File: src/rtl/core/crd_pkg.sv
`timescale 1ns / 1ps
`default_nettype none

package crd_pkg;

    // Fixed-point formats
    localparam int COMP_W   = 16;            // signed Q1.14 component
    localparam int BASIS_W  = 3 * COMP_W;    // packed x,y,z triple
    localparam int Q88_W    = 16;            // unsigned Q8.8
    localparam int FRAC_SH  = 14;            // Q1.14 fraction bits
    localparam int MAG_W    = 48;            // exact component magnitude
    localparam int NORM_W   = 23;            // normalised magnitude, max in [2^22, 2^23)
    localparam int NORM_TOP = NORM_W - 1;    // target msb position
    localparam int POS_W    = 6;             // msb position of a MAG_W word
    localparam int SUMSQ_W  = 48;            // sum of three squares
    localparam int ROOT_W   = SUMSQ_W / 2;   // integer square root
    localparam int NUM_W    = NORM_W + FRAC_SH + 1;   // m*2^14 + r/2
    localparam int QUO_W    = FRAC_SH + 1;   // quotient bits
    localparam logic [QUO_W-1:0] ONE_Q14 = QUO_W'(1 << FRAC_SH);

    // Configuration register indices
    localparam int CFG_IDX_W = 3;
    localparam logic [CFG_IDX_W-1:0] REG_CAM_FORWARD = 3'd0;
    localparam logic [CFG_IDX_W-1:0] REG_CAM_RIGHT   = 3'd1;
    localparam logic [CFG_IDX_W-1:0] REG_CAM_UP      = 3'd2;
    localparam logic [CFG_IDX_W-1:0] REG_NEAR_DIST   = 3'd3;
    localparam logic [CFG_IDX_W-1:0] REG_HALF_WIDTH  = 3'd4;
    localparam logic [CFG_IDX_W-1:0] REG_HALF_HEIGHT = 3'd5;
    localparam logic [Q88_W-1:0] NEAR_DIST_RESET = 16'd256;

    typedef struct packed {
        logic signed [COMP_W-1:0] screen_x;
        logic signed [COMP_W-1:0] screen_y;
    } crd_req_t;

    typedef struct packed {
        logic signed [COMP_W-1:0] ray_x;
        logic signed [COMP_W-1:0] ray_y;
        logic signed [COMP_W-1:0] ray_z;
        logic                     degenerate;
    } crd_res_t;

endpackage

`default_nettype wire

File: src/rtl/core/crd_isqrt.sv
`timescale 1ns / 1ps
`default_nettype none

// Pipelined integer square root, one result bit per stage, with a side
// band that travels alongside.
module crd_isqrt
    import crd_pkg::*;
#(
    parameter int SIDE_W = 8
)
(
    input  wire logic                 clk,
    input  wire logic                 rst_n,
    input  wire logic                 in_valid,
    input  wire logic [SUMSQ_W-1:0]   in_sum,
    input  wire logic [SIDE_W-1:0]    in_side,
    output logic                      out_valid,
    output logic [ROOT_W-1:0]         out_root,
    output logic [SIDE_W-1:0]         out_side
);

    localparam int W = SUMSQ_W + 1;

    logic [ROOT_W:0]     valid_reg;
    logic [W-1:0]        rem_reg  [ROOT_W+1];
    logic [W-1:0]        res_reg  [ROOT_W+1];
    logic [SIDE_W-1:0]   side_reg [ROOT_W+1];

    // Stage zero takes the operand as it comes
    always_comb
    begin
        valid_reg[0] = in_valid;
        rem_reg[0]   = W'(in_sum);
        res_reg[0]   = '0;
        side_reg[0]  = in_side;
    end

    for (genvar j = 0; j < ROOT_W; j++)
    begin : g_stage
        localparam logic [W-1:0] BIT = W'(1) << (SUMSQ_W - 2 - 2 * j);
        logic [W-1:0] trial;
        logic [W-1:0] rem_next;
        logic [W-1:0] res_next;

        // Try one root bit
        always_comb
        begin
            trial = res_reg[j] + BIT;
            if (rem_reg[j] >= trial)
            begin
                rem_next = rem_reg[j] - trial;
                res_next = (res_reg[j] >> 1) + BIT;
            end
            else
            begin
                rem_next = rem_reg[j];
                res_next = res_reg[j] >> 1;
            end
        end

        always_ff @(posedge clk or negedge rst_n)
        begin
            if (!rst_n)
            begin
                valid_reg[j+1] <= 1'b0;
            end
            else
            begin
                valid_reg[j+1] <= valid_reg[j];
            end
        end

        always_ff @(posedge clk)
        begin
            rem_reg[j+1]  <= rem_next;
            res_reg[j+1]  <= res_next;
            side_reg[j+1] <= side_reg[j];
        end
    end

    assign out_valid = valid_reg[ROOT_W];
    assign out_root  = res_reg[ROOT_W][ROOT_W-1:0];
    assign out_side  = side_reg[ROOT_W];

endmodule

`default_nettype wire

File: config.mk
export PLATFORM = sky130hd
export DESIGN_NAME = crd_isqrt
export DESIGN_NICKNAME = d
export VERILOG_FILES = /design/src/rtl/core/crd_pkg.sv /design/src/rtl/core/crd_isqrt.sv
export SDC_FILE = /design/constraint.sdc
export NUM_CORES = 2
export LEC_CHECK = 0
export BUFFER_PORTS_ARGS = -buffer_cell sky130_fd_sc_hd__clkbuf_2
export CAP_MARGIN = 40
export CORE_UTILIZATION = 62
export CTS_CLUSTER_SIZE = 14
export DETAILED_ROUTE_END_ITERATION = 7
export PLACE_DENSITY = 0.79
export SETUP_SLACK_MARGIN = 0.05
export SLEW_MARGIN = 20
export SYNTH_ARGS = -nofsm -noshare
export SYNTH_HDL_FRONTEND = slang
export SYNTH_SLANG_ARGS = --single-unit
File: constraint.sdc
create_clock -name clk -period 3.4 [get_ports clk]
set_input_delay 0.17 -clock clk [delete_from_list [all_inputs] [get_ports clk]]
set_output_delay 0.17 -clock clk [all_outputs]
set_load 0.01 [all_outputs]
==> flow_metrics.tcl <==
set metrics [dict create \
    netlist_area_sq_um 58500 \
    area_delta_synth_final_pct 14.5 \
    antenna_found_initial 2 \
    dp_hpwl_um 94500 \
    ys_seq_elements 1643 \
    core_sq_um 93300 \
    hold_viol 0 \
    instances_no_fill 7289 \
    grt_pass1_wl_um 215000 \
    rsz0062_at_grt "true" \
    setup-violations-final 0 \
    r2r_setup_slack_ps 130 \
    syn_avg_cell_area_sq_um 10.4 \
    via_per_inst 5.67 \
    met2_usage_pct 48.9 \
    nFillCells 6551 \
    grt_usage_pct 28.5 \
    io_buffers 91 \
    min_path_type "in -> async" \
    status "completed" \
    synth_fp_nets 5999 \
    cts_root_buffer "clkbuf_16" \
    fin_nets 6297 \
    seq_area_frac_synth_pct 56.5 \
    rows 112 \
    wl_um 136000 \
    place_inst 6947 \
    drt_iter0_markers 2876 \
    gr-usage-met1_pct 35.2 \
    crit_end "rem_reg[234]" \
    io_pins 92 \
    met3_usage_pct 4.71 \
    synthArstFlopShare_pct 1.46 \
    worst-slew-pin-transition_ps 804 \
    synth_edf_count 0 \
    synthTopCellsByArea "dfxtp_1, ha_1, xnor2_1" \
    drtAntennaViolNets 0 \
    clk_latency_ps 770 \
    largest_reg_flops 1127 \
    cts_num_sinks 1643 \
    vias 41300 \
    busiest_layer "met2" \
    startpoint "res_reg[258]" \
    r2r_end "rem_reg[234]" \
    gp_congestion 0.967 \
    grt_overflow 0 \
    ys.warnings.count 0 \
    die_h_um 309 \
    drive_gt1_share_pct 8.82 \
    fmax_mhz 306 \
    wire_per_inst_um 18.7 \
    r2r_cells 10 \
    clkTransAtPathRegs_ps 60 \
    cap_viol_max_count 0 \
    netlist_instances 5618 \
    power_leakage_nw 30.5 \
    drc 0 \
    cp.required_ps 4040 \
    slew_violations 0 \
    tritoncts "built" \
    grt_max_degree 44 \
    finalCriticalPeriod_ps 3270 \
    clk_path_buf_depth 3 \
    skew_ps 46.3 \
    fp.dieArea_sq_um 95500 \
    grt_pass1_vias 41000 \
    startpoint_type "register" \
    start_util_pct 62.7 \
    maxSlewHeadroom_pct 45.9 \
    synth_flop_cell "dfxtp_1" \
    synth_top_cell_area_share_pct 55.4 \
    finalCritPeriodShare_pct 96.1 \
    cts_buffers 156 \
    multi_input_area_sq_um 23700 \
    path_class "reg -> reg" \
    firstDrtPassIters 5 \
    cts-htree-levels 4 \
    worstPathMaxFanout 7 \
    end_kind "register" \
    regToRegStartpoint "res_reg[258]" \
    critPathArrivalTime_ps 3910 \
    fp.dieW_um 309 \
    setup_tns_ps 0 \
    ir_drop_mv 0.564 \
    yosysTopAreaCell "dfxtp_1" \
    power.density_nw_per_um2 856 \
    synthDistinctLibCells 88 \
    seqCellArea_sq_um 33000 \
]
==> per-stage QoR <==
stage / utilization [%] / hold slack [ps] / area [sq um] / power, mW / setup WS, ps
6_report: 71.7 / 1.78 / 66900 / 57.3 / 134
5_1_grt: 71.7 / 19.1 / 66900 / 60.2 / 27.7
4_1_cts: 71.6 / 0.678 / 66800 / 57.2 / 57.4
3_5_place_dp: 65.2 / 197 / 60800 / 39.4 / 45.5
3_3_place_gp: 65.1 / 171 / 60800 / 39.1 / 129
2_1_floorplan: - / -126 / 58500 / 35.4 / 273
==> layout by cell type (no fill, tap or decap), drive strengths merged, types with 54 or more instances in the layout <==
cell type,count
dfxtp,1619
inv,405
nand2,355
nor2,340
ha,322
clkbuf,308
a21oi,293
xnor2,267
o21ai,266
xor2,229
nor4,191
nor3,146
a21o,106
nand3,102
nand4,88
buf,87
o21a,68
dlygate4sd3,60
nand2b,54
==> cell usage after synthesis, drive strengths merged (8+ instances only) <==
cell type	number
dfrtp	24
buf	21
inv	400
and2	15
clkbuf	82
a211o	11
nand3	102
or4	45
a21oi	293
nand3b	20
nor2	340
xnor2	267
o2111ai	11
and4	10
ha	322
or2	23
o31ai	27
nor2b	52
nor4b	35
xor2	229
mux2i	12
dfxtp	1619
nand4b	27
mux2	36
o21bai	26
and3	38
and4b	8
or3	44
a211oi	29
a21o	106
a21boi	17
a31oi	23
nor3	146
a31o	8
o211ai	21
nor4	191
o21ai	266
nand2b	54
nand4	88
nand2	355
o21a	68
==> metal layers <==
layer / wire, um / part of all wire [%]
met5: 0 / 0
met4: 5440 / 4.0
met1: 57500 / 42
met3: 7970 / 5.9
met2: 65300 / 48
==> kinds of logic after synthesis <==
group	Yosys count	synth area share, %
multiplexers	48	0.899
adder cells (fa/ha/maj)	322	6.89
AO/OA/AOI/OAI	988	10.5
XOR/XNOR	496	7.44
buffers and inverters	504	3.31
flip-flops	1643	56.5
AND/OR/NAND/NOR	1617	14.5
==> worst min path at each step <==
stage	to	slack, ps
2_1_floorplan	out_valid	-130
3_3_place_gp	out_valid	170
3_5_place_dp	valid_reg[23]	200
4_1_cts	rem_reg[1158]	0.7
5_1_grt	rem_reg[1154]	20
6_report	valid_reg[21]	2
==> report_power, final <==
part | internal [mW] | switching (mW) | leakage (nW)
sequential | 23.3 | 3.60 | 13.9
clock | 10.2 | 7.56 | 2.58
combinational | 5.76 | 6.99 | 14.0
==> area by class of cell <==
cell class | instances | area share, %
inverter | 401 | 2.25
timing repair buffer | 242 | 2.70
multi-input combinational | 3472 | 35.4
sequential | 1643 | 49.3
antenna | 2 | 0.00748
clock buffer | 215 | 6.54
clock inverter | 60 | 1.46
tap | 1254 | 2.34
==> worst max-delay path, stage by stage, from the launching register on <==
cell	delay [ps]
dfxtp_1	330
inv_1	50
ha_1	380
a21oi_1	220
o21ai_0	170
a311oi_2	370
o21ai_0	180
a21oi_1	310
or4b_4	540
or4_4	440
xnor2_2	140
==> timing repair <==
item / in CTS / in global routing
buffers inserted: 0 / 1
endpoints found under the setup margin: 2 / 27
pin swaps: 0 / 3
gates resized for setup: 1 / 15
gates cloned: 0 / 2
endpoints found under the hold margin: 83 / 0
hold buffers: 61 / 0
Note: power is estimated with default switching activity, not from simulation.
